<file path="config.mk">
export PLATFORM = sky130hd
export DESIGN_NAME = egpd_front_flat
export DESIGN_NICKNAME = d
export VERILOG_FILES = /design/src/rtl/egpd_pkg.sv /design/src/rtl/egpd_in_if.sv /design/src/rtl/egpd_front.sv /design/src/flat_wrapper.sv
export SDC_FILE = /design/constraint.sdc
export NUM_CORES = 1
export LEC_CHECK = 0
export BUFFER_PORTS_ARGS = -buffer_cell sky130_fd_sc_hd__buf_4
export CORE_MARGIN = 8
export CORE_UTILIZATION = 25
export CTS_CLUSTER_SIZE = 12
export DETAILED_ROUTE_END_ITERATION = 6
export PLACE_DENSITY = 0.46
export RECOVER_POWER = 100
export SYNTH_ARGS = -nofsm -noshare
export SYNTH_HDL_FRONTEND = slang
export SYNTH_SLANG_ARGS = --single-unit
export TNS_END_PERCENT = 50
</file>
<file path="constraint.sdc">
create_clock -name clk -period 2.35 [get_ports clk]
set_clock_uncertainty 0.15 [all_clocks]
set_input_delay 0.1175 -clock clk [delete_from_list [all_inputs] [get_ports clk]]
set_output_delay 0.1175 -clock clk [all_outputs]
set_load 0.1 [all_outputs]
</file>
<file path="src/rtl/egpd_pkg.sv">
`timescale 1ns / 1ps

package egpd_pkg;

	localparam int SAMPLE_W  = 16;
	localparam int AC_W      = 16;
	localparam int POWER_W   = 32;
	localparam int FRAC_EXT  = 16;
	localparam int AVG_W     = POWER_W + FRAC_EXT;
	localparam int DIFF_W    = AVG_W + 1;
	localparam int IIR_GAIN  = 655;
	localparam int GAIN_W    = 11;
	localparam int PROD_W    = DIFF_W + GAIN_W;
	localparam int POS_W     = 64;
	localparam int RISE_W    = 4;
	localparam int FALL_W    = 8;
	localparam int PLAT_W    = 10;
	localparam int GAP_W     = 16;

	localparam int CFG_INDEX_W = 3;
	localparam int CFG_DATA_W  = 32;

	localparam int QUEUE_DEPTH_DEF = 4;

	localparam logic [AC_W-1:0]    DETECT_RST  = AC_W'(14746);
	localparam logic [AC_W-1:0]    UPPER_RST   = AC_W'(19661);
	localparam logic [AC_W-1:0]    VALLEY_RST  = AC_W'(8192);
	localparam logic [POWER_W-1:0] PWR_THR_RST = POWER_W'(2147);
	localparam logic [RISE_W-1:0]  RISE_RST    = RISE_W'(3);
	localparam logic [FALL_W-1:0]  FALL_RST    = FALL_W'(10);
	localparam logic [PLAT_W-1:0]  PLAT_RST    = PLAT_W'(100);
	localparam logic [GAP_W-1:0]   GAP_RST     = GAP_W'(240);

	typedef enum logic [CFG_INDEX_W-1:0] {
		REG_DETECT_THRESHOLD = 3'd0,
		REG_UPPER_LEVEL      = 3'd1,
		REG_VALLEY_LEVEL     = 3'd2,
		REG_POWER_THRESHOLD  = 3'd3,
		REG_RISE_COUNT       = 3'd4,
		REG_FALL_COUNT       = 3'd5,
		REG_PLATEAU_LENGTH   = 3'd6,
		REG_MIN_PEAK_GAP     = 3'd7
	} cfg_reg_t;

	typedef struct packed {
		logic [AC_W-1:0]    detect_threshold;
		logic [AC_W-1:0]    upper_level;
		logic [AC_W-1:0]    valley_level;
		logic [POWER_W-1:0] power_threshold;
		logic [RISE_W-1:0]  rise_count;
		logic [FALL_W-1:0]  fall_count;
		logic [PLAT_W-1:0]  plateau_length;
		logic [GAP_W-1:0]   min_peak_gap;
	} cfg_t;

	typedef struct packed {
		logic [POWER_W-1:0] power;
		logic               inband;
		logic               below_valley;
	} class_t;

endpackage

</file>
<file path="src/rtl/egpd_in_if.sv">
`timescale 1ns / 1ps

interface egpd_in_if;
	logic                                 valid;
	logic                                 ready;
	logic signed [egpd_pkg::SAMPLE_W-1:0] sample_i;
	logic signed [egpd_pkg::SAMPLE_W-1:0] sample_q;
	logic        [egpd_pkg::AC_W-1:0]     autocorr;

	modport source (output valid, output sample_i, output sample_q, output autocorr,
		input ready);
	modport sink (input valid, input sample_i, input sample_q, input autocorr,
		output ready);
endinterface

</file>
<file path="src/rtl/egpd_front.sv">
`timescale 1ns / 1ps

module egpd_front (
	input  logic              clk,
	input  logic              arst_n,
	input  egpd_pkg::cfg_t    cfg,
	egpd_in_if.sink           din,
	output logic              push,
	output egpd_pkg::class_t  push_word,
	input  logic              full
);
	import egpd_pkg::*;

	logic                      v_s1;
	class_t                    word_s1;
	logic signed [2*SAMPLE_W-1:0] ii_c;
	logic signed [2*SAMPLE_W-1:0] qq_c;
	class_t                    word_c;

	assign ii_c = din.sample_i * din.sample_i;
	assign qq_c = din.sample_q * din.sample_q;

	always_comb begin
		word_c.power        = POWER_W'(unsigned'(ii_c)) + POWER_W'(unsigned'(qq_c));
		word_c.inband       = (din.autocorr > cfg.detect_threshold) &&
			(din.autocorr < cfg.upper_level);
		word_c.below_valley = din.autocorr < cfg.valley_level;
	end

	assign push      = v_s1 && !full;
	assign push_word = word_s1;
	assign din.ready = !v_s1 || !full;

	always_ff @(posedge clk or negedge arst_n) begin
		if (!arst_n) begin
			v_s1 <= 1'b0;
		end else if (din.ready) begin
			v_s1 <= din.valid;
		end
	end

	always_ff @(posedge clk) begin
		if (din.valid && din.ready) begin
			word_s1 <= word_c;
		end
	end

	a_hold_when_full: assert property (@(posedge clk) disable iff (!arst_n)
		(v_s1 && full) |=> (v_s1 && $stable(word_s1)))
		else $error("front word dropped while queue full");

	a_no_push_empty: assert property (@(posedge clk) disable iff (!arst_n)
		push |-> v_s1)
		else $error("push without a held word");

	a_power_bound: assert property (@(posedge clk) disable iff (!arst_n)
		v_s1 |-> (word_s1.power <= (POWER_W'(1) << (2*SAMPLE_W-1))))
		else $error("sample power out of range");

endmodule

</file>
<file path="src/flat_wrapper.sv">
// flat-port wrapper written by rule: the top's interface ports become plain ports
module egpd_front_flat import egpd_pkg::*;
  (clk, arst_n, cfg, push, push_word, full, din_valid, din_sample_i, din_sample_q, din_autocorr, din_ready);
  egpd_in_if din_i ();
  input  logic clk;
  input  logic arst_n;
  input  egpd_pkg::cfg_t cfg;
  output logic push;
  output egpd_pkg::class_t push_word;
  input  logic full;
  input wire logic [$bits(din_i.valid)-1:0] din_valid;
  input wire logic [$bits(din_i.sample_i)-1:0] din_sample_i;
  input wire logic [$bits(din_i.sample_q)-1:0] din_sample_q;
  input wire logic [$bits(din_i.autocorr)-1:0] din_autocorr;
  output wire logic [$bits(din_i.ready)-1:0] din_ready;
  assign din_i.valid = din_valid;
  assign din_i.sample_i = din_sample_i;
  assign din_i.sample_q = din_sample_q;
  assign din_i.autocorr = din_autocorr;
  assign din_ready = din_i.ready;
  egpd_front u_core (.clk(clk), .arst_n(arst_n), .cfg(cfg), .din(din_i), .push(push), .push_word(push_word), .full(full));
endmodule
</file>
==> implementation parameters <==
Parameter                              Value

Status
  Run status    complete, but fails checks
  Violations in the final reports    negative setup slack

Clocking
  Longest Clk Path Bufs    2
  Worst-skew pair later-pin latency    0.32 ns
  CTS tree    yes
  Number of buffers inserted during clock tree synthesis    5
  Clock Sink Count    35
  Clock-pin slew reported for the worst setup and hold paths after clock tree synthesis    0.07 ns
  CTS H-Tree Depth    2
  Root buffer cell    sky130_fd_sc_hd__clkbuf_16

Final layout
  N_diodes    0
  Post-route insts no fill    3,521
  Area of the multi-input gates    roughly 17,000 um2
  Post-synthesis to final-layout area growth    30.92%
  Sequential standard cell area    1046 um2
  Layout fillers    8,231
  Nets@finish    approximately 3,400
  Share of final-layout standard cells stronger than drive strength 1    26.26%
  Layout Utilization    32.82%
  Post-route cell area    between 20,000 and 30,000 um2

Global route
  Wire length of the first global-routing pass    87,370 um
  Remaining Overflow, GRT    0
  Largest net degree at the start of global routing    35
  Antenna violations before repair    0
  Number of global-route vias before repair    between 15,000 and 20,000
  All-Layer GR Usage    approximately 13%

Drt
  Total Wirelength    roughly 54,000 um
  Routed wire length per instance    approximately 15 um
  Via density per instance    4.045
  Total iterations of the first detailed-routing run    5
  DRC violation count after routing    0
  Overall via count from detail_route    14,240
  Residual antenna-violating net count after detailed routing    0
  First DRT Iteration DRCs    371

Critical path
  Reg-to-reg slack, setup    0.35 ns
  Arr. time, crit path    6.67 ns
  Critical R2R Launch    u_core.v_s1
  Biggest fanout along the worst timing path    5
  Endpoint of the most critical register-to-register path    u_core.push_word[31]
  Required time reported for the critical path endpoint    2.26 ns
  Worst setup path class    primary input to flop
  Type of element launching the critical path    primary input
  Endpoint class of the critical path    flop
  Worst R2R Path Depth    3

Floorplanning
  # rows    103
  Total die area    slightly below 90,000 um2
  Area inside the core boundary    around 80,000 um2
  Total I/O pin count    206
  Chip Width    296.5 um
  Die Y-Extent    296.5 um
  Initial Utilization    25.07%

STA
  Transition at the pin with the smallest max-transition slack    1.345 ns
  Final period util    287.4%
  Final count of negative-setup-slack endpoints    29
  Least setup slack across all paths after layout    -4.405 ns
  Max-slew violation total from the final report    0
  Shortest clock period the worst path allows after layout    6.755 ns
  TNS Setup    -98.54 ns
  Top achievable clock speed    148.0 MHz
  Number of hold violations in the final report    0
  RSZ-0062 raised after global routing    true
  Worst slew margin relative to its limit    10.71%

Synthesis
  Share of synthesized registers carrying an async set or reset    2.857%
  Yosys warns    0
  Cell area after technology mapping    19,680 um2
  Synth cell types    51
  EDFF count, synth    34
  Count of state elements after synthesis    35
  Leading cell type by number of instances after synthesis    sky130_fd_sc_hd__inv_1
  Proportion of synthesized chip area in sequential cells    around 5.3%
  Area fraction of the dominant cell type after synthesis    a little over half
  Avg Cell Area, Syn    9.726 um2
  Ranking of synthesized cells by area    sky130_fd_sc_hd__fa_1, sky130_fd_sc_hd__inv_1, sky130_fd_sc_hd__ha_1
  Synth Net Count    2,906
  Synthesized instance count    slightly above 2,000
  Most used flip-flop cell after synthesis    sky130_fd_sc_hd__edfxtp_1
  Post-synth top cells    sky130_fd_sc_hd__inv_1, sky130_fd_sc_hd__fa_1, sky130_fd_sc_hd__ha_1, sky130_fd_sc_hd__nand2_1, sky130_fd_sc_hd__and2_1
  Library cell with the largest summed area after synthesis    sky130_fd_sc_hd__fa_1

Place
  Detailed-placement wirelength estimate    49,920 um
  Cells after DPL    3,476
  Placer's final routability congestion estimate    approximately 0.84
  Post-placement cell area    24,610 um2
  Number of buffers added on ports    135

Worst hold path
  Hold Path Origin    din_sample_i[0]
  Worst-case hold path end point    u_core.push_word[2]
  Hold Crit Depth    3
  Class of the tightest hold or removal check    primary input to flop

Flow run
  Max_cap viols    0
[layout by cell type, fill, tap and decap left out, types with 19 or more instances in the layout]
cell type,synthesis,routed
sky130_fd_sc_hd__and2_1,87,72
sky130_fd_sc_hd__edfxtp_1,34,34
sky130_fd_sc_hd__buf_4,0,377
sky130_fd_sc_hd__ha_4,0,19
sky130_fd_sc_hd__clkbuf_1,39,37
sky130_fd_sc_hd__a21o_1,25,25
sky130_fd_sc_hd__fa_1,523,499
sky130_fd_sc_hd__inv_2,0,35
sky130_fd_sc_hd__fa_2,0,24
sky130_fd_sc_hd__nor2_1,57,39
sky130_fd_sc_hd__nand2_1,149,120
sky130_fd_sc_hd__ha_1,190,171
sky130_fd_sc_hd__buf_6,0,30
sky130_fd_sc_hd__inv_1,715,673
sky130_fd_sc_hd__nand2_2,0,24
sky130_fd_sc_hd__xnor2_1,41,40
[state kept, by name, summed over array words and instances, names as in the netlist]
register and cells:
u_core.push_word 34, u_core.v_s1 1
[repair_timing]
item / CTS / global route
gates resized for setup: 131 / 99
setup endpoints to repair: 29 / 29
setup buffers: 28 / 8
hold buffers: 4 / 0
endpoints found under the hold margin: 2 / 0
pin swaps: 96 / 48
[metrics by stage]
stage,setup slack [ns],hold slack [ns]
after floorplan,-4.443,-0.3281
after detailed placement,-5.140,-0.2559
final,-4.405,0.1050
after global placement,-5.064,-0.2575
after CTS,-4.453,0.09439
after global routing,-4.643,0.09927
[final cells by class]
class	count	area share, %
Clock buffer	5	0.4857
Clock inverter	3	0.1700
Inverter	716	10.54
Multi-Input combinational cell	1233	64.64
Sequential cell	35	4.061
Tap cell	1050	5.100
Timing Repair Buffer	479	15.00
[how the worst max path moves through the flow]
stage / from / end / slack, ns / cells after the start
3_5_place_dp: din_sample_i[4] / u_core.push_word[33] / -5.14 / 27
5_1_grt: din_sample_q[9] / u_core.push_word[32] / -4.64 / 28
6_report: din_sample_q[12] / u_core.push_word[32] / -4.40 / 25
2_1_floorplan: din_sample_i[2] / u_core.push_word[32] / -4.44 / 26
4_1_cts: din_sample_q[9] / u_core.push_word[32] / -4.45 / 26
3_3_place_gp: din_sample_i[4] / u_core.push_word[33] / -5.06 / 27
[critical path, stage by stage]
cell and delay (ns):
sky130_fd_sc_hd__buf_4 0.14, sky130_fd_sc_hd__buf_4 0.14, sky130_fd_sc_hd__and2_4 0.13, sky130_fd_sc_hd__fa_2 0.54, sky130_fd_sc_hd__inv_2 0.04, sky130_fd_sc_hd__fa_1 0.52
sky130_fd_sc_hd__inv_1 0.05, sky130_fd_sc_hd__fa_1 0.49, sky130_fd_sc_hd__fa_2 0.45, sky130_fd_sc_hd__fa_2 0.57, sky130_fd_sc_hd__fa_2 0.45, sky130_fd_sc_hd__fa_1 0.49
sky130_fd_sc_hd__inv_1 0.05, sky130_fd_sc_hd__fa_1 0.40, sky130_fd_sc_hd__inv_1 0.12, sky130_fd_sc_hd__ha_4 0.23, sky130_fd_sc_hd__a211oi_4 0.30, sky130_fd_sc_hd__nor2_4 0.08
sky130_fd_sc_hd__a311oi_4 0.29, sky130_fd_sc_hd__o311a_4 0.26, sky130_fd_sc_hd__o31ai_2 0.07, sky130_fd_sc_hd__or3_1 0.34, sky130_fd_sc_hd__a21o_1 0.19, sky130_fd_sc_hd__a21oi_2 0.14
sky130_fd_sc_hd__xnor2_1 0.07
[metal layers]
layer | share of wire (%) | track usage (%) | routed length, um | up-vias
met5 | 0 | 0 | 0 | -
met4 | 2.6 | 3.224 | 1382 | 0
met3 | 2.9 | 1.500 | 1577 | 51
met2 | 56 | 24.94 | 30020 | 168
met1 | 39 | 14.87 | 20860 | 7381
li1 | - | - | - | 6644
[logic make-up after synthesis]
kind of cell / synth area share, %
AO/OA/AOI/OAI: 3.892
XOR/XNOR: 2.448
adder cells (fa/ha/maj): 65.29
buffers and inverters: 14.40
flip-flops: 5.316
multiplexers: 0.1653
other: 0.01906
AND/OR/NAND/NOR: 8.464
Power is left out: the tool's default activity adds up to more than one toggle a clock period on the data nets, which glitch-free logic cannot reach.
