--- src/rtl/egpd_pkg.sv ---
`timescale 1ns / 1ps

package egpd_pkg;

	localparam int SAMPLE_W  = 16;
	localparam int AC_W      = 16;
	localparam int POWER_W   = 32;
	localparam int FRAC_EXT  = 16;
	localparam int AVG_W     = POWER_W + FRAC_EXT;
	localparam int DIFF_W    = AVG_W + 1;
	localparam int IIR_GAIN  = 655;
	localparam int GAIN_W    = 11;
	localparam int PROD_W    = DIFF_W + GAIN_W;
	localparam int POS_W     = 64;
	localparam int RISE_W    = 4;
	localparam int FALL_W    = 8;
	localparam int PLAT_W    = 10;
	localparam int GAP_W     = 16;

	localparam int CFG_INDEX_W = 3;
	localparam int CFG_DATA_W  = 32;

	localparam int QUEUE_DEPTH_DEF = 4;

	localparam logic [AC_W-1:0]    DETECT_RST  = AC_W'(14746);
	localparam logic [AC_W-1:0]    UPPER_RST   = AC_W'(19661);
	localparam logic [AC_W-1:0]    VALLEY_RST  = AC_W'(8192);
	localparam logic [POWER_W-1:0] PWR_THR_RST = POWER_W'(2147);
	localparam logic [RISE_W-1:0]  RISE_RST    = RISE_W'(3);
	localparam logic [FALL_W-1:0]  FALL_RST    = FALL_W'(10);
	localparam logic [PLAT_W-1:0]  PLAT_RST    = PLAT_W'(100);
	localparam logic [GAP_W-1:0]   GAP_RST     = GAP_W'(240);

	typedef enum logic [CFG_INDEX_W-1:0] {
		REG_DETECT_THRESHOLD = 3'd0,
		REG_UPPER_LEVEL      = 3'd1,
		REG_VALLEY_LEVEL     = 3'd2,
		REG_POWER_THRESHOLD  = 3'd3,
		REG_RISE_COUNT       = 3'd4,
		REG_FALL_COUNT       = 3'd5,
		REG_PLATEAU_LENGTH   = 3'd6,
		REG_MIN_PEAK_GAP     = 3'd7
	} cfg_reg_t;

	typedef struct packed {
		logic [AC_W-1:0]    detect_threshold;
		logic [AC_W-1:0]    upper_level;
		logic [AC_W-1:0]    valley_level;
		logic [POWER_W-1:0] power_threshold;
		logic [RISE_W-1:0]  rise_count;
		logic [FALL_W-1:0]  fall_count;
		logic [PLAT_W-1:0]  plateau_length;
		logic [GAP_W-1:0]   min_peak_gap;
	} cfg_t;

	typedef struct packed {
		logic [POWER_W-1:0] power;
		logic               inband;
		logic               below_valley;
	} class_t;

endpackage

--- src/rtl/egpd_out_if.sv ---
`timescale 1ns / 1ps

interface egpd_out_if;
	logic                             valid;
	logic                             ready;
	logic                             peak_flag;
	logic [egpd_pkg::POWER_W-1:0]     filtered_power;

	modport source (output valid, output peak_flag, output filtered_power, input ready);
	modport sink (input valid, input peak_flag, input filtered_power, output ready);
endinterface

--- src/rtl/egpd_back.sv ---
`timescale 1ns / 1ps

module egpd_back (
	input  logic              clk,
	input  logic              arst_n,
	input  egpd_pkg::cfg_t    cfg,
	input  egpd_pkg::class_t  pop_word,
	input  logic              empty,
	output logic              pop,
	egpd_out_if.source        dout
);
	import egpd_pkg::*;

	typedef enum logic {
		PH_IDLE,
		PH_UPD
	} phase_t;

	typedef enum logic [1:0] {
		MODE_NO_SIGNAL,
		MODE_ENERGY_VALID,
		MODE_VALLEY,
		MODE_PLATEAU
	} mode_t;

	phase_t                    ph_q;
	mode_t                     mode_q;
	logic [AVG_W-1:0]          avg_q;
	logic [FALL_W-1:0]         fall_q;
	logic [RISE_W-1:0]         rise_q;
	logic [PLAT_W-1:0]         plat_q;
	logic [POS_W-1:0]          gap_q;
	logic                      out_v_q;
	logic                      peak_q;
	logic [POWER_W-1:0]        pwr_q;

	logic signed [PROD_W-1:0]  prod_s1;
	logic                      inband_s1;
	logic                      below_s1;
	logic                      gap_gt_s1;

	logic signed [DIFF_W-1:0]  diff_c;
	logic signed [PROD_W-1:0]  prod_c;
	logic signed [DIFF_W-1:0]  sum_c;
	logic [AVG_W-1:0]          avg_n;
	logic [POWER_W-1:0]        pwr_n;
	logic                      high_c;
	logic                      upd;
	mode_t                     mode_n;
	logic [FALL_W-1:0]         fall_n;
	logic [RISE_W-1:0]         rise_n;
	logic [PLAT_W-1:0]         plat_n;
	logic                      peak_n;
	logic                      peak_evt;

	assign pop = (ph_q == PH_IDLE) && !empty;
	assign upd = (ph_q == PH_UPD) && (!out_v_q || dout.ready);

	assign diff_c = $signed({1'b0, pop_word.power, {FRAC_EXT{1'b0}}}) - $signed({1'b0, avg_q});
	assign prod_c = diff_c * $signed(GAIN_W'(IIR_GAIN));

	assign sum_c  = $signed({1'b0, avg_q}) + DIFF_W'(prod_s1 >>> FRAC_EXT);
	assign avg_n  = sum_c[AVG_W-1:0];
	assign pwr_n  = avg_n[AVG_W-1:FRAC_EXT];
	assign high_c = pwr_n > cfg.power_threshold;

	always_comb begin
		logic [FALL_W-1:0] fall_inc;
		logic [RISE_W-1:0] rise_inc;
		logic [PLAT_W-1:0] plat_inc;
		mode_n   = mode_q;
		fall_n   = fall_q;
		rise_n   = rise_q;
		plat_n   = plat_q;
		peak_n   = 1'b0;
		peak_evt = 1'b0;
		fall_inc = (fall_q == '1) ? fall_q : fall_q + 1'b1;
		rise_inc = (rise_q == '1) ? rise_q : rise_q + 1'b1;
		plat_inc = (plat_q == '1) ? plat_q : plat_q + 1'b1;

		if (!high_c) begin
			fall_n = fall_inc;
			if (fall_inc >= cfg.fall_count) begin
				mode_n = MODE_NO_SIGNAL;
				fall_n = '0;
			end
		end else begin
			fall_n = '0;
		end

		case (mode_n)
			MODE_NO_SIGNAL: begin
				if (high_c) begin
					rise_n = rise_inc;
					if (rise_inc >= cfg.rise_count) begin
						mode_n = MODE_ENERGY_VALID;
						rise_n = '0;
					end
				end else begin
					rise_n = '0;
				end
			end
			MODE_ENERGY_VALID: begin
				if (below_s1) begin
					mode_n = MODE_VALLEY;
				end
			end
			MODE_VALLEY: begin
				if (inband_s1) begin
					mode_n = MODE_PLATEAU;
					plat_n = '0;
				end
			end
			default: begin
				if (inband_s1) begin
					plat_n = plat_inc;
					if (plat_inc >= cfg.plateau_length) begin
						plat_n   = '0;
						peak_n   = gap_gt_s1;
						peak_evt = 1'b1;
						mode_n   = MODE_ENERGY_VALID;
					end
				end else begin
					plat_n = '0;
				end
			end
		endcase
	end

	always_ff @(posedge clk) begin
		if (pop) begin
			prod_s1   <= prod_c;
			inband_s1 <= pop_word.inband;
			below_s1  <= pop_word.below_valley;
			gap_gt_s1 <= (|gap_q[POS_W-1:GAP_W]) || (gap_q[GAP_W-1:0] > cfg.min_peak_gap);
		end
	end

	always_ff @(posedge clk or negedge arst_n) begin
		if (!arst_n) begin
			ph_q    <= PH_IDLE;
			mode_q  <= MODE_NO_SIGNAL;
			avg_q   <= '0;
			fall_q  <= '0;
			rise_q  <= '0;
			plat_q  <= '0;
			gap_q   <= '0;
			out_v_q <= 1'b0;
			peak_q  <= 1'b0;
			pwr_q   <= '0;
		end else begin
			if (upd) begin
				out_v_q <= 1'b1;
			end else if (dout.ready) begin
				out_v_q <= 1'b0;
			end
			case (ph_q)
				PH_IDLE: begin
					if (pop) begin
						ph_q <= PH_UPD;
					end
				end
				PH_UPD: begin
					if (upd) begin
						ph_q    <= PH_IDLE;
						mode_q  <= mode_n;
						avg_q   <= avg_n;
						fall_q  <= fall_n;
						rise_q  <= rise_n;
						plat_q  <= plat_n;
						gap_q   <= peak_evt ? POS_W'(1) : gap_q + 1'b1;
						peak_q  <= peak_n;
						pwr_q   <= pwr_n;
					end
				end
				default: begin
					ph_q <= PH_IDLE;
				end
			endcase
		end
	end

	assign dout.valid          = out_v_q;
	assign dout.peak_flag      = peak_q;
	assign dout.filtered_power = pwr_q;

	a_rise_idle: assert property (@(posedge clk) disable iff (!arst_n)
		(mode_q != MODE_NO_SIGNAL) |-> (rise_q == '0))
		else $error("rise counter live outside no-signal mode");

	a_out_from_upd: assert property (@(posedge clk) disable iff (!arst_n)
		$rose(out_v_q) |-> $past(ph_q == PH_UPD))
		else $error("word issued without an update");

	a_gap_restart: assert property (@(posedge clk) disable iff (!arst_n)
		(upd && peak_evt) |=> (gap_q == POS_W'(1) && mode_q == MODE_ENERGY_VALID))
		else $error("peak spacing not restarted");

	a_peak_gap: assert property (@(posedge clk) disable iff (!arst_n)
		(upd && peak_n) |-> gap_gt_s1)
		else $error("peak reported inside minimum gap");

endmodule

--- src/flat_wrapper.sv ---
// flat-port wrapper written by rule: the top's interface ports become plain ports
module egpd_back_flat import egpd_pkg::*;
  (clk, arst_n, cfg, pop_word, empty, pop, dout_valid, dout_peak_flag, dout_filtered_power, dout_ready);
  egpd_out_if dout_i ();
  input  logic clk;
  input  logic arst_n;
  input  egpd_pkg::cfg_t cfg;
  input  egpd_pkg::class_t pop_word;
  input  logic empty;
  output logic pop;
  output wire logic [$bits(dout_i.valid)-1:0] dout_valid;
  output wire logic [$bits(dout_i.peak_flag)-1:0] dout_peak_flag;
  output wire logic [$bits(dout_i.filtered_power)-1:0] dout_filtered_power;
  input wire logic [$bits(dout_i.ready)-1:0] dout_ready;
  assign dout_valid = dout_i.valid;
  assign dout_peak_flag = dout_i.peak_flag;
  assign dout_filtered_power = dout_i.filtered_power;
  assign dout_i.ready = dout_ready;
  egpd_back u_core (.clk(clk), .arst_n(arst_n), .cfg(cfg), .pop_word(pop_word), .empty(empty), .pop(pop), .dout(dout_i));
endmodule
--- config.mk ---
export PLATFORM = sky130hd
export DESIGN_NAME = egpd_back_flat
export DESIGN_NICKNAME = d
export VERILOG_FILES = /design/src/rtl/egpd_pkg.sv /design/src/rtl/egpd_out_if.sv /design/src/rtl/egpd_back.sv /design/src/flat_wrapper.sv
export SDC_FILE = /design/constraint.sdc
export NUM_CORES = 1
export LEC_CHECK = 0
export BUFFER_PORTS_ARGS = -buffer_cell sky130_fd_sc_hd__buf_2
export CAP_MARGIN = 20
export CELL_PAD_IN_SITES_DETAIL_PLACEMENT = 1
export CELL_PAD_IN_SITES_GLOBAL_PLACEMENT = 1
export CORE_ASPECT_RATIO = 0.6
export CORE_MARGIN = 2
export CORE_UTILIZATION = 35
export DETAILED_ROUTE_END_ITERATION = 8
export PLACE_DENSITY_LB_ADDON = 0.1
export SETUP_SLACK_MARGIN = 0.1
export SYNTH_ARGS = -nofsm -noshare
export SYNTH_HDL_FRONTEND = slang
export SYNTH_SLANG_ARGS = --single-unit
--- constraint.sdc ---
create_clock -name clk -period 10.4 [get_ports clk]
set_clock_uncertainty 0.2 [all_clocks]
set_input_delay 1.04 -clock clk [delete_from_list [all_inputs] [get_ports clk]]
set_output_delay 1.04 -clock clk [all_outputs]
set_load 0.1 [all_outputs]
==> summary.md <==
| Metric | Value |
|---|---|
| Status | completed |
| Most repeated cell in the gate-level netlist after synthesis | inv_1 |
| Simple-Gate Fraction of Synth Area | approximately an eighth |
| Yosys top cell area share | about a fifth |
| Vias in the first global route | between 20000 and 25000 |
| Ys Warns | 0 |
| Die Y | just over 200 um |
| Worst setup SP type | flip-flop |
| Largest cells by area after synthesis | ha_1, fa_1, dfrtp_1 |
| Worst EP arrival | around 9 ns |
| Number of vias per cell | 5.16 |
| H-tree depth | 4 |
| Clk_lat worst skew | around 0.50 ns |
| Routed wire length | 76200 um |
| Synth top cells by count | inv_1, ha_1, fa_1 |
| Via count | approximately 19000 |
| Core Rows | 74 |
| Met2 Use GR | about 29% |
| Avg WL per Cell | about 21 um |
| Die width | between 300 and 400 um |
| Syn Nets | ~3400 |
| IO Count | 191 |
| Minimum clock period | ~8.9 ns |
| DR pass1 iterations | 5 |
| Area delta synth->final | 8.84% |
| Crit end category | flip-flop |
| Sequential area share after synthesis | between 20% and 30% |
| Mean Syn Cell Area | approximately 9 sq um |
| Crit Path Max Fanout | 7 |
| Max cap viols | 0 |
| DIE AREA | ~0.07 sq mm |
| Peak Freq | 0.112 GHz |
| Port Buffers | between 100 and 150 |
| Top_reg_cell synth | dfrtp_1 |
| Post-Syn Area | between 0.02 and 0.025 sq mm |
| Met3 Track Usage GR | ~3.5% |
| Initial core utilization | 35.5% |
| First-pass GRT wire length | about 120000 um |
| Largest net degree at the start of global routing | 76 |
| Total CTS buffers | 17 |
| Worst reg-to-reg setup slack | roughly 1.5 ns |
| Post-CTS Hold Fix Bufs | 0 |
| Most common cell on crit path | ha_1 |
| Detailed placement HPWL | 64400 um |
| Routability cong. | about 0.90 |
| Asr flop ratio synth | roughly three quarters |
| Core box area | 0.0682 sq mm |
| Synth Area in XOR/XNOR | 8.81% |
| # setup viols final | 0 |
| Worst min path class | flip-flop to flip-flop |
| Worst Tran Pin Value | roughly 0.99 ns |
| Post-CTS Setup Bufs | 0 |
| Tot GR Track Use | a little over a fifth |
| Synth Area in Compound Gates | ~15% |
| RSZ-0062 raised after global routing | false |
| Mux cell area share after synthesis | 1.05% |
| Initial DRC count | 1004 |
| Final Hold Viols | 0 |
| Critical path type | flip-flop to flip-flop |
| Total gr overflow | 0 |
| GRT busiest layer | met1 |
| Initial antenna violation count | 8 |
| Post-synthesis adder-cell area fraction | between 30% and 40% |
| Layout cells sized above 1 | a little under a tenth |
| M1 GR Usage | 36.1% |
| Fin. max-slew vios | 0 |
| Slowest cell on the critical path | fa_1 |
| Slowest stage delay, CP | about 0.56 ns |
| Largest family of logic cells by synthesized area | adder cells |
| CTS sink cnt | between 150 and 200 |
| Clk buf depth | 2 |
| Slew headroom | about a third |
| Number of routed nets with antenna violations | 0 |
| Setup TNS Final | 0 ns |
| Synth Instances | about 2700 |
| Final core occ | 38.6% |
| Distinct cell type count after synthesis | 87 |
| #FFs+latches synth | 186 |
| Data required time of the critical path | roughly 10 ns |
| Fill cells | between 8000 and 9000 |
| Final Net Count | about 3500 |
| Number of synthesized flops with an enable pin | 47 |
| Area of the multi-input gates | around 0.017 sq mm |
| CTS tree | built |
| Clk pin slew, worst setup/hold paths | around 0.08 ns |
| CTS resizes | 0 |
| Final period util | between 80% and 90% |
| Register area | slightly below 0.005 sq mm |
| Root Driver | clkbuf_16 |
| Cell taking the most area after synthesis | ha_1 |
| DRC Markers | 0 |
[cell type report]
| cell class | count | area share, % |
|---|---|---|
| Antenna cell | 4 | 0.0380 |
| Clock buffer | 20 | 1.70 |
| Clock inverter | 12 | 0.470 |
| Inverter | 433 | 6.17 |
| Multi-Input combinational cell | 1973 | 65.5 |
| Sequential cell | 186 | 18.6 |
| Tap cell | 912 | 4.33 |
| Timing Repair Buffer | 159 | 3.21 |
[routing by layer]
metal	wire, um	vias up
met5	27	-
met4	656	4
met3	3530	41
met2	28700	270
met1	43200	9536
li1	-	9219
[cell usage in the layout, fill, tap and decap left out, types with 6 or more instances in the layout]
cell / count
or3_1: 9
dfrtp_1: 139
ha_1: 365
nand2_1: 161
a221oi_1: 6
nand4_1: 50
a221o_1: 6
o21bai_1: 29
or2_2: 9
o31ai_1: 7
nor2_1: 151
xnor2_1: 112
nor3_1: 32
nand2b_1: 19
a21boi_0: 6
a21oi_1: 159
mux2_2: 17
a31oi_1: 18
a211oi_1: 11
nor2b_1: 26
o21a_1: 19
buf_2: 141
inv_1: 432
and4_1: 11
clkbuf_16: 17
o21ai_0: 106
and2_1: 29
and3_1: 28
nor4_1: 17
xor2_1: 114
edfxtp_1: 47
buf_4: 17
nand3_1: 60
a21o_1: 103
fa_1: 179
o21ai_1: 12
nand3b_1: 6
[registers in the layout (all words and copies together), names as in the netlist]
register	flops
u_core.dout.valid	1
u_core.dout.peak_flag	1
u_core.avg_q	48
u_core.gap_gt_s1	1
u_core.prod_s1	44
u_core.rise_q	4
u_core.below_s1	1
u_core.gap_q	64
u_core.inband_s1	1
u_core.fall_q	8
u_core.mode_q	2
u_core.plat_q	10
u_core.ph_q	1
[logic make-up (layout without fill, tap and decap cells)]
kind of cell    Yosys count  count (layout)
compound gates          545             545
simple gates            628             628
other cells               0               4
buf+inv                 515             624
mux                      22              22
xor+xnor                234             234
flops                   186             186
fa+ha+maj               544             544
[final timing paths]
path,from,endpoint,cells after the start
min in group asynchronous,arst_n,u_core.avg_q[46],1
hold / removal,u_core.dout.peak_flag,u_core.dout.peak_flag,2
setup reg to reg,u_core.avg_q[17],u_core.prod_s1[59],29
setup / recovery,u_core.avg_q[17],u_core.prod_s1[59],29
max in group asynchronous,arst_n,u_core.gap_q[28],2
hold reg to reg,u_core.dout.peak_flag,u_core.dout.peak_flag,2
[metrics by stage]
step / hold WS [ns] / instances / setup WS [ns] / cell area (sq um)
after floorplan: 0.243 / 2674 / 2.38 / 24200
after global placement: 0.280 / 3662 / 1.17 / 25700
after detailed placement: 0.297 / 3663 / 0.919 / 25800
after CTS: 0.324 / 3695 / 1.43 / 26300
after global routing: 0.370 / 3695 / 0.884 / 26300
final: 0.320 / 3699 / 1.48 / 26300
[worst max-delay path, delay by kind of cell (launching register included)]
kind	cells	cell delay, ns
AO/OA/AOI/OAI	11	2.60
XOR/XNOR	2	0.62
adder cells (fa/ha/maj)	7	3.08
buffers and inverters	4	0.43
flip-flops	1	0.53
AND/OR/NAND/NOR	5	1.20
Power is not shown: default switching activity piles up to over one toggle a cycle in this logic, so the estimate is an artifact.
