### src/rtl/egpd_pkg.sv
`timescale 1ns / 1ps

package egpd_pkg;

	localparam int SAMPLE_W  = 16;
	localparam int AC_W      = 16;
	localparam int POWER_W   = 32;
	localparam int FRAC_EXT  = 16;
	localparam int AVG_W     = POWER_W + FRAC_EXT;
	localparam int DIFF_W    = AVG_W + 1;
	localparam int IIR_GAIN  = 655;
	localparam int GAIN_W    = 11;
	localparam int PROD_W    = DIFF_W + GAIN_W;
	localparam int POS_W     = 64;
	localparam int RISE_W    = 4;
	localparam int FALL_W    = 8;
	localparam int PLAT_W    = 10;
	localparam int GAP_W     = 16;

	localparam int CFG_INDEX_W = 3;
	localparam int CFG_DATA_W  = 32;

	localparam int QUEUE_DEPTH_DEF = 4;

	localparam logic [AC_W-1:0]    DETECT_RST  = AC_W'(14746);
	localparam logic [AC_W-1:0]    UPPER_RST   = AC_W'(19661);
	localparam logic [AC_W-1:0]    VALLEY_RST  = AC_W'(8192);
	localparam logic [POWER_W-1:0] PWR_THR_RST = POWER_W'(2147);
	localparam logic [RISE_W-1:0]  RISE_RST    = RISE_W'(3);
	localparam logic [FALL_W-1:0]  FALL_RST    = FALL_W'(10);
	localparam logic [PLAT_W-1:0]  PLAT_RST    = PLAT_W'(100);
	localparam logic [GAP_W-1:0]   GAP_RST     = GAP_W'(240);

	typedef enum logic [CFG_INDEX_W-1:0] {
		REG_DETECT_THRESHOLD = 3'd0,
		REG_UPPER_LEVEL      = 3'd1,
		REG_VALLEY_LEVEL     = 3'd2,
		REG_POWER_THRESHOLD  = 3'd3,
		REG_RISE_COUNT       = 3'd4,
		REG_FALL_COUNT       = 3'd5,
		REG_PLATEAU_LENGTH   = 3'd6,
		REG_MIN_PEAK_GAP     = 3'd7
	} cfg_reg_t;

	typedef struct packed {
		logic [AC_W-1:0]    detect_threshold;
		logic [AC_W-1:0]    upper_level;
		logic [AC_W-1:0]    valley_level;
		logic [POWER_W-1:0] power_threshold;
		logic [RISE_W-1:0]  rise_count;
		logic [FALL_W-1:0]  fall_count;
		logic [PLAT_W-1:0]  plateau_length;
		logic [GAP_W-1:0]   min_peak_gap;
	} cfg_t;

	typedef struct packed {
		logic [POWER_W-1:0] power;
		logic               inband;
		logic               below_valley;
	} class_t;

endpackage

### src/rtl/egpd_fifo.sv
`timescale 1ns / 1ps

module egpd_fifo #(
	parameter int DEPTH = egpd_pkg::QUEUE_DEPTH_DEF
) (
	input  logic              clk,
	input  logic              arst_n,
	input  logic              push,
	input  egpd_pkg::class_t  push_word,
	output logic              full,
	input  logic              pop,
	output egpd_pkg::class_t  pop_word,
	output logic              empty
);
	import egpd_pkg::*;

	localparam int PTR_W = (DEPTH > 1) ? $clog2(DEPTH) : 1;
	localparam int CNT_W = $clog2(DEPTH + 1);

	class_t             mem [DEPTH];
	logic [PTR_W-1:0]   wr_ptr_q;
	logic [PTR_W-1:0]   rd_ptr_q;
	logic [CNT_W-1:0]   cnt_q;

	assign full     = cnt_q == CNT_W'(DEPTH);
	assign empty    = cnt_q == '0;
	assign pop_word = mem[rd_ptr_q];

	always_ff @(posedge clk) begin
		if (push) begin
			mem[wr_ptr_q] <= push_word;
		end
	end

	always_ff @(posedge clk or negedge arst_n) begin
		if (!arst_n) begin
			wr_ptr_q <= '0;
			rd_ptr_q <= '0;
			cnt_q    <= '0;
		end else begin
			if (push) begin
				wr_ptr_q <= (wr_ptr_q == PTR_W'(DEPTH - 1)) ? '0 : wr_ptr_q + 1'b1;
			end
			if (pop) begin
				rd_ptr_q <= (rd_ptr_q == PTR_W'(DEPTH - 1)) ? '0 : rd_ptr_q + 1'b1;
			end
			if (push && !pop) begin
				cnt_q <= cnt_q + 1'b1;
			end else if (pop && !push) begin
				cnt_q <= cnt_q - 1'b1;
			end
		end
	end

	a_cnt_bound: assert property (@(posedge clk) disable iff (!arst_n)
		cnt_q <= CNT_W'(DEPTH))
		else $error("queue count overflow");

	a_no_overrun: assert property (@(posedge clk) disable iff (!arst_n)
		!(push && full))
		else $error("push into full queue");

	a_no_underrun: assert property (@(posedge clk) disable iff (!arst_n)
		!(pop && empty))
		else $error("pop from empty queue");

endmodule

### config.mk
export PLATFORM = sky130hd
export DESIGN_NAME = egpd_fifo
export DESIGN_NICKNAME = d
export VERILOG_FILES = /design/src/rtl/egpd_pkg.sv /design/src/rtl/egpd_fifo.sv
export SDC_FILE = /design/constraint.sdc
export NUM_CORES = 1
export LEC_CHECK = 0
export BUFFER_PORTS_ARGS = -buffer_cell sky130_fd_sc_hd__buf_2
export CAP_MARGIN = 20
export CELL_PAD_IN_SITES_DETAIL_PLACEMENT = 0
export CELL_PAD_IN_SITES_GLOBAL_PLACEMENT = 1
export CORE_ASPECT_RATIO = 0.6
export CORE_MARGIN = 1
export CORE_UTILIZATION = 45
export DETAILED_ROUTE_END_ITERATION = 8
export HOLD_SLACK_MARGIN = 0.15
export PLACE_DENSITY_LB_ADDON = 0.1
export SYNTH_ARGS = -nofsm -noshare
export SYNTH_HDL_FRONTEND = slang
export SYNTH_SLANG_ARGS = --single-unit
### constraint.sdc
create_clock -name clk -period 1.85 [get_ports clk]
set_input_delay 0.0925 -clock clk [delete_from_list [all_inputs] [get_ports clk]]
set_output_delay 0.0925 -clock clk [all_outputs]
set_load 0.05 [all_outputs]
==> results of run 1 <==
==> routing by layer <==
layer / GRT usage, % / up-vias / share of wire, %
met5: 0 / - / 0
met4: 7.04 / 0 / 0.51
met3: 4.59 / 4 / 4.6
met2: 26.9 / 69 / 47
met1: 23.6 / 1345 / 48
li1: - / 1186 / -
==> cell type report <==
type	count	share of cell area [%]
inverters	4	0.204
multi-input cells	60	13.5
clock buffers	18	5.84
flip-flops and latches	143	58.0
clock inverters	14	1.94
repair buffers	130	17.8
well taps	160	2.72
==> placed cells by master, fill, tap and decap left out, drive strengths merged, types with 2 or more instances in the layout <==
cell         Yosys  layout
and2             4       4
buf              8      90
bufinv           0       2
clkbuf           0      20
clkinv           0       6
clkinvlp         0       4
dfrtp            7       7
dlygate4sd3      0      38
edfxtp         136     136
ha               6       6
inv              4       6
mux2             3       3
mux4            34      34
nand2            2       2
nor2             3       3
o21ai            2       2
xor2             2       2
==> final timing paths <==
check	startpoint	to	slack, ns	cells past startpoint
worst max-delay path	rd_ptr_q[0]	pop_word[22]	-0.05	4
worst min-delay path	push_word[5]	mem[1][5]	0.43	2
worst max register to register	wr_ptr_q[0]	mem[0][24]	0.32	4
worst min register to register	cnt_q[2]	cnt_q[2]	0.51	1
max in group asynchronous	arst_n	rd_ptr_q[0]	0.87	3
min in group asynchronous	arst_n	wr_ptr_q[1]	0.68	3
==> per-stage QoR <==
step	power [mW]	std cells
after CTS	13.3	528
after detailed placement	8.88	450
after global routing	13.8	529
after global placement	8.85	450
after floorplan	7.86	215
final	13.3	529
==> cell families after synthesis <==
| group | count (synthesis) | synth area share, % |
|---|---|---|
| AO/OA/AOI/OAI | 2 | 0.186 |
| multiplexers | 37 | 15.3 |
| flip-flops | 143 | 79.2 |
| buffers and inverters | 12 | 1.98 |
| XOR/XNOR | 3 | 0.489 |
| AND/OR/NAND/NOR | 11 | 1.05 |
| adder cells (fa/ha/maj) | 7 | 1.77 |
==> critical path, cell delays in order (launching register included) <==
cell                      delay, ns
sky130_fd_sc_hd__dfrtp_2       0.41
sky130_fd_sc_hd__buf_6         0.14
sky130_fd_sc_hd__buf_12        0.12
sky130_fd_sc_hd__mux4_2        0.55
sky130_fd_sc_hd__buf_8         0.18
==> where the power goes <==
group	internal [mW]	total, mW	switching (mW)
clock	1.98	3.24	1.26
combinational	2.45	5.65	3.19
sequential	4.17	4.36	0.196
total	8.60	13.3	4.65
==> registers in the layout, summed over array words and instances (netlist names) <==
| name | flops |
|---|---|
| mem | 136 |
| cnt_q | 3 |
| rd_ptr_q | 2 |
| wr_ptr_q | 2 |
==> cell usage after synthesis <==
cell type,number
sky130_fd_sc_hd__nor3_1,1
sky130_fd_sc_hd__edfxtp_1,136
sky130_fd_sc_hd__nand2_1,2
sky130_fd_sc_hd__buf_6,1
sky130_fd_sc_hd__ha_1,6
sky130_fd_sc_hd__buf_2,4
sky130_fd_sc_hd__nor3b_1,1
sky130_fd_sc_hd__o21ai_0,2
sky130_fd_sc_hd__xnor2_1,1
sky130_fd_sc_hd__fa_1,1
sky130_fd_sc_hd__buf_12,3
sky130_fd_sc_hd__mux4_1,6
sky130_fd_sc_hd__xor2_1,2
sky130_fd_sc_hd__dfrtp_1,7
sky130_fd_sc_hd__mux4_2,28
sky130_fd_sc_hd__nor2_1,3
sky130_fd_sc_hd__mux2_2,3
sky130_fd_sc_hd__and2_1,4
sky130_fd_sc_hd__inv_1,4
==> repair_timing <==
item | 4_1_cts | 5_1_grt
endpoints found under the hold margin | 147 | 0
buffers inserted | 6 | 0
resized for setup | 82 | 4
hold buffers | 38 | 0
setup endpoints to repair | 31 | 34
gates cloned | 3 | 2
==> out/qor_table.md, run 1 <==
| Parameter | This run | Unit |
| --- | --- | --- |
| Detailed-router iteration count before antenna repair | 6 | - |
| Max Root-Sink Buffers | 2 | - |
| Global-route wire length before repair | 15,000 | um |
| Top-area cell type share of the netlist area | 76.0 | % |
| Height of the die | 86.7 | um |
| Number of setup violations in the final report | 27 | - |
| Worst hold slack after final layout | 0.433 | ns |
| Number of failing hold endpoints at the final stage | 0 | - |
| Sum of overflow across all layers after global routing | 0 | - |
| Via count | 2,604 | - |
| Detailed router's first-iteration violation count | 173 | - |
| Combined area of all synthesized cells | 5380 | um^2 |
| Cell type with the largest total area after synthesis | sky130_fd_sc_hd__edfxtp_1 | - |
| Place WS | 0.320 | ns |
| Kind of capture point of the worst setup path | primary output | - |
| Class of the tightest hold or removal check | in -> reg | - |
| Number of distinct library cells after synthesis | 19 | - |
| Violations in the final reports | negative setup slack | - |
| Arr. time, crit path | 1.81 | ns |
| Number of buffers added on ports | 73 | - |
| Least-Margin Pin Slew | 0.385 | ns |
| IR Drop Worst-Case VDD | 1.09 | mV |
| Synth top area cells | sky130_fd_sc_hd__edfxtp_1 76%, sky130_fd_sc_hd__mux4_2 12%, sky130_fd_sc_hd__dfrtp_1 3.3%, sky130_fd_sc_hd__mux4_1 2.9%, sky130_fd_sc_hd__ha_1 1.4% | - |
| Synthesized area per cell | 25.0 | um^2 |
| Final WL | 9910 | um |
| Worst Path Class, Setup | reg -> out | - |
| Fmax | 526 | MHz |
| CTS root buf | sky130_fd_sc_hd__clkbuf_16 | - |
| Clock tree skew after final layout | 0.00778 | ns |
| Ratio of final minimum period to clock period | 103 | % |
| Final Core Density | 64.2 | % |
| Die outline area | 12,400 | um^2 |
| RSZ-0062 raised after global routing | true | - |
| Clock tree from TritonCTS | yes | - |
| Static leakage | 2.62 | nW |
| Number of nets in the finished design | 401 | - |
| Initial antenna violation count | 0 | - |
| Number of antenna diodes | 0 | - |
| Worst-case headroom to the max-slew limit | 74.2 | % |
| DRC | 0 | - |
| Number of global-route vias before repair | 2,706 | - |
| Weighted congestion reported at the end of routability-driven placement | 0.665 | - |
| Combined area of the multi-input logic cells | 992 | um^2 |
| Finished Cell Area | 7350 | um^2 |
| GRT Overall Usage | 17.3 | % |
| Clock latency reported for the late side of the worst-skew pair | 0.40 | ns |
| I/O pin cnt | 74 | - |
| Filler cell count in the final layout | 810 | - |
| Cell row count | 30 | - |
| Reg clk slew, reported paths | 0.06 | ns |
| Remaining number of nets flagged by the antenna check after routing | 0 | - |
| Min Clock Period, post-route | 1.90 | ns |
| PnR worst setup slack | -0.0514 | ns |
| Status | finished with violations | - |
| Max-slew violations | 0 | - |
| Area growth from synthesis to layout | 36.8 | % |
| Cell count after synthesis | 215 | - |
| YS warnings | 0 | - |
| MaxCap Viol Count | 0 | - |
| Wire length per cell | 18.7 | um |
| Placement-stage cell area | 6030 | um^2 |
| Post-Route Setup TNS | -0.541 | ns |
| Top fanout value on the critical path | 5 | - |
| Maximum level of the CTS H-tree | 4 | - |
| Total power density per cell area | 1800 | nW/um^2 |
| Via-to-Cell Ratio | 4.92 | - |
| Share of cells above drive strength 1 | 44.4 | % |
| Register area | 4260 | um^2 |
| Synth Net Count | 260 | - |
| Portion of the post-synthesis area used by sequential elements | 79.2 | % |
| Standard cell core area | 11,400 | um^2 |
| Initial cell density of the core | 47.0 | % |
| WP data required | 1.76 | ns |
| Sink Count | 143 | - |
| Number of buffers created by CTS | 17 | - |
| FF+latch count, synth | 143 | - |
| Pin count of the biggest net entering global routing | 35 | - |
| Kind of start point of the critical path | flip-flop | - |
| Width of the chip | 143 | um |
No activity file was read; power rests on OpenSTA's default activity.
==> inputs of run 2 (changes only) <==
PLACE_DENSITY_LB_ADDON = 0.15   (was 0.1)
==> out/qor_table.md, run 2 (same netlist as run 1, synthesis figures left out) <==
| Parameter | This run | Unit | vs previous |
| --- | --- | --- | --- |
| Sum of net half-perimeters after detailed placement | 5790 | um |  |
| Standard cell core area | 11,400 | um^2 | unchanged |
| Sink Count | 143 | - | unchanged |
| Worst-case headroom to the max-slew limit | 76.5 | % | was 74.2% |
| Register with the most flip-flops | mem | - | unchanged |
| Place WS | 0.275 | ns | was 0.320 ns |
| Top fanout value on the critical path | 14 | - | was 5 |
| DRC | 0 | - | unchanged |
| Number of failing hold endpoints at the final stage | 0 | - | unchanged |
| Status | finished with violations | - | unchanged |
| Final WL | 9520 | um | was 9910 um |
| Clock tree from TritonCTS | yes | - | unchanged |
| Number of global-route vias before repair | 2,738 | - | was 2,706 |
| WP data required | 1.76 | ns | about the same |
| Detailed-router iteration count before antenna repair | 4 | - | was 6 |
| Clock tree skew after final layout | 0.00798 | ns | was 0.00778 ns |
| Max Root-Sink Buffers | 2 | - | unchanged |
| Maximum level of the CTS H-tree | 4 | - | unchanged |
| Post-Route Setup TNS | -0.0875 | ns | was -0.541 ns |
| Filler cell count in the final layout | 814 | - | was 810 |
| Wire length per cell | 18.2 | um | was 18.7 um |
| Number of buffers added on ports | 73 | - | unchanged |
| Class of the tightest hold or removal check | in -> reg | - | unchanged |
| PnR worst setup slack | -0.0299 | ns | was -0.0514 ns |
| Global-route wire length before repair | 15,000 | um | unchanged |
| Share of cells above drive strength 1 | 44.1 | % | was 44.4% |
| Reg clk slew, reported paths | 0.06 | ns | about the same |
| Max-slew violations | 0 | - | unchanged |
| Worst Path Class, Setup | reg -> out | - | unchanged |
| Cell at the slowest stage of the critical path | sky130_fd_sc_hd__mux4_2 | - | unchanged |
| Most frequent cells in the layout | 136 x sky130_fd_sc_hd__edfxtp_1, 56 x sky130_fd_sc_hd__buf_2, 38 x sky130_fd_sc_hd__dlygate4sd3_1 | - | was 136 x sky130_fd_sc_hd__edfxtp_1, 39 x sky130_fd_sc_hd__buf_2, 38 x sky130_fd_sc_hd__dlygate4sd3_1 |
| Most common cell after layout, fill and taps aside | sky130_fd_sc_hd__edfxtp_1 | - | unchanged |
| Initial antenna violation count | 0 | - | unchanged |
| Total power density per cell area | 1790 | nW/um^2 | was 1800 nW/um^2 |
| Biggest regs | mem: 136 flops, cnt_q: 3 flops | - | unchanged |
| Sum of overflow across all layers after global routing | 0 | - | unchanged |
| Static leakage | 2.54 | nW | was 2.62 nW |
| Weighted congestion reported at the end of routability-driven placement | 0.694 | - | was 0.665 |
| Via count | 2,552 | - | was 2,604 |
| Slowest cell delay on critical path | 0.53 | ns | was 0.55 ns |
| Number of antenna diodes | 0 | - | unchanged |
| Ratio of final minimum period to clock period | 102 | % | was 103% |
| IR Drop Worst-Case VDD | 1.07 | mV | was 1.09 mV |
| Fmax | 532 | MHz | was 526 MHz |
| Least-Margin Pin Slew | 0.351 | ns | was 0.385 ns |
| GRT Overall Usage | 17.3 | % | about the same |
| Via-to-Cell Ratio | 4.88 | - | was 4.92 |
| MaxCap Viol Count | 0 | - | unchanged |
| Kind of start point of the critical path | flip-flop | - | unchanged |
| CTS root buf | sky130_fd_sc_hd__clkbuf_16 | - | unchanged |
| Number of nets in the finished design | 395 | - | was 401 |
| Arr. time, crit path | 1.79 | ns | was 1.81 ns |
| Detailed router's first-iteration violation count | 156 | - | was 173 |
| RSZ-0062 raised after global routing | true | - | unchanged |
| Violations in the final reports | negative setup slack | - | unchanged |
| Number of setup violations in the final report | 9 | - | was 27 |
| Largest register FFs | 136 | - | unchanged |
| Cell row count | 30 | - | unchanged |
| Initial cell density of the core | 47.0 | % | unchanged |
| Total power consumption of the routed design | 12.8 | mW | was 13.3 mW |
| Post-layout instance count excluding filler cells | 523 | - | was 529 |
| Clock latency reported for the late side of the worst-skew pair | 0.41 | ns | was 0.40 ns |
| Pin count of the biggest net entering global routing | 24 | - | was 35 |
| I/O pin cnt | 74 | - | unchanged |
| Width of the chip | 143 | um | unchanged |
| Height of the die | 86.7 | um | unchanged |
| Area growth from synthesis to layout | 32.6 | % | was 36.8% |
| Kind of capture point of the worst setup path | primary output | - | unchanged |
| Min Clock Period, post-route | 1.88 | ns | was 1.90 ns |
| Placed cell count | 452 | - | was 450 |
| Number of buffers created by CTS | 17 | - | unchanged |
| Die outline area | 12,400 | um^2 | unchanged |
| Cells traversed along the worst timing path | buf_12 -> mux4_2 -> buf_2 | - | was buf_6 -> buf_12 -> mux4_2 -> buf_8 |
| Remaining number of nets flagged by the antenna check after routing | 0 | - | unchanged |
run 2: final timing paths:
check | slack [ns] | cells past startpoint | endpoint | startpoint
max reg2reg | 0.39 | 4 | mem[0][13] | wr_ptr_q[0]
min in group asynchronous | 0.65 | 3 | cnt_q[1] | arst_n
min reg2reg | 0.48 | 1 | cnt_q[2] | cnt_q[2]
max | -0.03 | 3 | pop_word[21] | rd_ptr_q[0]
max in group asynchronous | 0.92 | 3 | rd_ptr_q[0] | arst_n
min | 0.43 | 2 | mem[3][26] | push_word[26]
run 2: layout make-up:
class                           instances  area, um^2  share of cell area, %
Timing Repair Buffer                  124        1020                   14.3
Multi-Input combinational cell         60         992                   13.9
Inverter                                4        15.0                  0.211
Clock inverter                         14         208                   2.91
Clock buffer                           18         429                   6.02
Tap cell                              160         200                   2.81
Sequential cell                       143        4260                   59.8
run 2: report_power, final:
group	internal [mW]	switching, mW
Sequential	4.17	0.184
Combinational	1.79	3.02
Clock	2.28	1.32
run 2: routing by layer:
metal	track usage, %	share of wire [%]	wire length (um)
met1	23.5	47	4490
met4	5.57	0.96	91
met3	6.91	5.4	516
met5	0	0	0
met2	25.5	46	4420
run 2: metrics by stage:
step,hold WS [ns],utilization [%],instance area (um^2)
after CTS,0.416,62.2,7120
after detailed placement,-0.0573,52.4,6000
after global routing,0.416,62.2,7130
after floorplan,-0.203,-,5380
final,0.430,62.2,7130
after global placement,-0.0511,52.4,6000
run 2: timing repair:
| item | CTS | global route |
|---|---|---|
| setup endpoints to repair | 34 | 34 |
| hold buffers | 38 | 0 |
| gates cloned | 1 | 0 |
| buffers inserted | 1 | 0 |
| gates resized for setup | 37 | 9 |
| hold endpoints to repair | 148 | 0 |
run 2: worst max-delay path, delay by kind of cell, from the launching register on:
kind                   cells  cell delay (ns)
DFF                        1             0.42
buffers and inverters      2             0.42
muxes                      1             0.53
==> inputs of run 3 (changes only) <==
CORE_UTILIZATION = 49   (was 45)
clock period = 2.2 ns   (was 1.85 ns; I/O delays follow)
==> out/qor_table.md, run 3 (same netlist as run 1, synthesis figures left out) <==
| Parameter | This run | Unit | vs previous |
| --- | --- | --- | --- |
| Depth of the worst register-to-register path | 3 | - | was 4 |
| Die outline area | 11,400 | um^2 | was 12,400 um^2 |
| Arr. time, crit path | 1.94 | ns | was 1.79 ns |
| Final WL | 9380 | um | was 9520 um |
| Number of antenna diodes | 0 | - | unchanged |
| Worst Path Class, Setup | reg -> out | - | unchanged |
| Reg-to-reg startpoint | rd_ptr_q[1] | - | was wr_ptr_q[0] |
| Worst-case headroom to the max-slew limit | 62.7 | % | was 76.5% |
| Via-to-Cell Ratio | 5.06 | - | was 4.88 |
| GRT Overall Usage | 18.2 | % | was 17.3% |
| Static leakage | 2.51 | nW | was 2.54 nW |
| Number of buffers added on ports | 73 | - | unchanged |
| Class of the tightest hold or removal check | in -> reg | - | unchanged |
| Largest register FFs | 136 | - | unchanged |
| Detailed-router iteration count before antenna repair | 4 | - | unchanged |
| Most frequent cells in the layout | 136 x sky130_fd_sc_hd__edfxtp_1, 73 x sky130_fd_sc_hd__buf_2, 38 x sky130_fd_sc_hd__dlygate4sd3_1 | - | was 136 x sky130_fd_sc_hd__edfxtp_1, 56 x sky130_fd_sc_hd__buf_2, 38 x sky130_fd_sc_hd__dlygate4sd3_1 |
| Initial cell density of the core | 50.6 | % | was 47.0% |
| CTS root buf | sky130_fd_sc_hd__clkbuf_16 | - | unchanged |
| Width of the chip | 137 | um | was 143 um |
| Finished Cell Area | 6940 | um^2 | was 7130 um^2 |
| Remaining number of nets flagged by the antenna check after routing | 0 | - | unchanged |
| Buffer and inverter count on the worst path | 2 | - | unchanged |
| Number of global-route vias before repair | 2,744 | - | was 2,738 |
| Least-Margin Pin Slew | 0.560 | ns | was 0.351 ns |
| Kind of start point of the critical path | flip-flop | - | unchanged |
| Post-Route Setup TNS | 0 | ns | was -0.0875 ns |
| Clock tree skew after final layout | 0.00955 | ns | was 0.00798 ns |
| Max-slew violations | 0 | - | unchanged |
| Reg clk slew, reported paths | 0.05 | ns | was 0.06 ns |
| Number of failing hold endpoints at the final stage | 0 | - | unchanged |
| Register-to-register setup slack | 0.62 | ns | was 0.39 ns |
| Via count | 2,550 | - | was 2,552 |
| Filler cell count in the final layout | 756 | - | was 814 |
| Kind of capture point of the worst setup path | primary output | - | unchanged |
| Initial antenna violation count | 0 | - | unchanged |
| Sum of net half-perimeters after detailed placement | 5600 | um | was 5790 um |
| Min-delay src | push_word[11] | - | was push_word[26] |
| Worst hold slack after final layout | 0.451 | ns | was 0.430 ns |
| Cell at the slowest stage of the critical path | sky130_fd_sc_hd__dfrtp_2 | - | was sky130_fd_sc_hd__mux4_2 |
| Most common cell after layout, fill and taps aside | sky130_fd_sc_hd__edfxtp_1 | - | unchanged |
| Top fanout value on the critical path | 21 | - | was 14 |
| Number of buffers created by CTS | 17 | - | unchanged |
| Weighted congestion reported at the end of routability-driven placement | 0.669 | - | was 0.694 |
| I/O pin cnt | 74 | - | unchanged |
| Detailed router's first-iteration violation count | 206 | - | was 156 |
| Cells traversed along the worst timing path | buf_12 -> mux4_2 -> buf_2 | - | unchanged |
| Cell row count | 29 | - | was 30 |
| Worst hold path stage count | 2 | - | unchanged |
| Number of nets in the finished design | 399 | - | was 395 |
| Placement-stage cell area | 5960 | um^2 | was 6000 um^2 |
| Wire length per cell | 18.6 | um | was 18.2 um |
| Height of the die | 83.1 | um | was 86.7 um |
| Fmax | 488 | MHz |  |
| Capture instance of the worst register-to-register path | rd_ptr_q[1] | - | was mem[0][13] |
| Ratio of final minimum period to clock period | 93.1 | % |  |
| WP data required | 2.09 | ns | was 1.76 ns |
| DRC | 0 | - | unchanged |
| Hold EP | mem[0][11] | - | was mem[3][26] |
| Crit. Startpoint | rd_ptr_q[1] | - | was rd_ptr_q[0] |
| Clock latency reported for the late side of the worst-skew pair | 0.41 | ns | about the same |
| Sum of overflow across all layers after global routing | 0 | - | unchanged |
| Sink Count | 143 | - | unchanged |
| Slowest cell delay on critical path | 0.72 | ns | was 0.53 ns |
| Maximum level of the CTS H-tree | 4 | - | unchanged |
| Total power density per cell area | 1460 | nW/um^2 | was 1790 nW/um^2 |
| Worst path top cell family by delay | flip-flops | - | was multiplexers |
| Area growth from synthesis to layout | 29.1 | % | was 32.6% |
| MaxCap Viol Count | 0 | - | unchanged |
| Standard cell core area | 10,600 | um^2 | was 11,400 um^2 |
| Clock tree from TritonCTS | yes | - | unchanged |
| Pin count of the biggest net entering global routing | 35 | - | was 24 |
| RSZ-0062 raised after global routing | false | - | was true |
| Register with the most flip-flops | mem | - | unchanged |
| Total power consumption of the routed design | 10.1 | mW | was 12.8 mW |
| Status | finished, final reports clean | - | was finished with violations |
| Biggest regs | mem: 136 flops, cnt_q: 3 flops | - | unchanged |
| Number of setup violations in the final report | 0 | - | was 9 |
| Global-route wire length before repair | 14,600 | um | was 15,000 um |
| Max Root-Sink Buffers | 2 | - | unchanged |
| Share of cells above drive strength 1 | 42.2 | % | was 44.1% |
| IR Drop Worst-Case VDD | 0.778 | mV | was 1.07 mV |
| Min Clock Period, post-route | 2.05 | ns |  |
[run 3: changes by cell type in the layout (fill, tap and decap cells not counted), sizes merged]
cell	previous run	this run
bufinv	4	2
inv	7	5
buf	86	90
clkinv	5	8
clkbuf	18	17
[run 3: layout make-up]
type	count	area, um^2	area share, %
Clock inverter	13	124	1.78
Timing Repair Buffer	128	923	13.3
Inverter	4	15.0	0.216
Clock buffer	17	425	6.13
Multi-Input combinational cell	60	1010	14.6
Tap cell	139	174	2.51
Sequential cell	143	4260	61.4
[run 3: worst max path at each step]
stage | end | slack [ns] | cells after the start
after floorplan | mem[2][0] | 0.35 | 3
after global placement | pop_word[13] | 0.41 | 3
after detailed placement | pop_word[25] | 0.38 | 3
after CTS | pop_word[13] | 0.04 | 3
after global routing | pop_word[13] | 0.07 | 3
final | pop_word[13] | 0.15 | 3
[run 3: where the power goes]
part           internal, mW  total (mW)  switching [mW]
clock network          1.64        2.66            1.02
registers              3.51        3.77           0.263
logic                  1.28        3.67            2.39
total                  6.43        10.1            3.68
[run 3: metal layers]
| layer | wire [um] | up-vias | global-route usage (%) |
|---|---|---|---|
| met5 | 0 | - | 0 |
| met4 | 91 | 0 | 6.59 |
| met3 | 475 | 8 | 5.56 |
| met2 | 4360 | 66 | 27.0 |
| met1 | 4450 | 1292 | 25.6 |
| li1 | - | 1184 | - |
[run 3: worst register-to-register path: cells and delay by family, from the launching register on]
kind	cells	cell delay [ns]
flip-flops	1	0.72
multiplexers	1	0.26
buffers and inverters	1	0.24
adder cells (fa/ha/maj)	1	0.24
[run 3: timing repair]
action,in CTS,in global routing
endpoints found under the setup margin,21,2
setup buffers,0,7
hold buffers,38,0
resized for setup,1,0
cloned,0,0
endpoints found under the hold margin,147,0
[run 3: through the flow]
step | setup slack (ns) | cells | utilization [%]
2_1_floorplan | 0.348 | 215 | -
3_3_place_gp | 0.414 | 429 | 56.0
3_5_place_dp | 0.381 | 429 | 56.0
4_1_cts | 0.0423 | 497 | 64.8
5_1_grt | 0.0731 | 504 | 65.3
6_report | 0.152 | 504 | 65.3
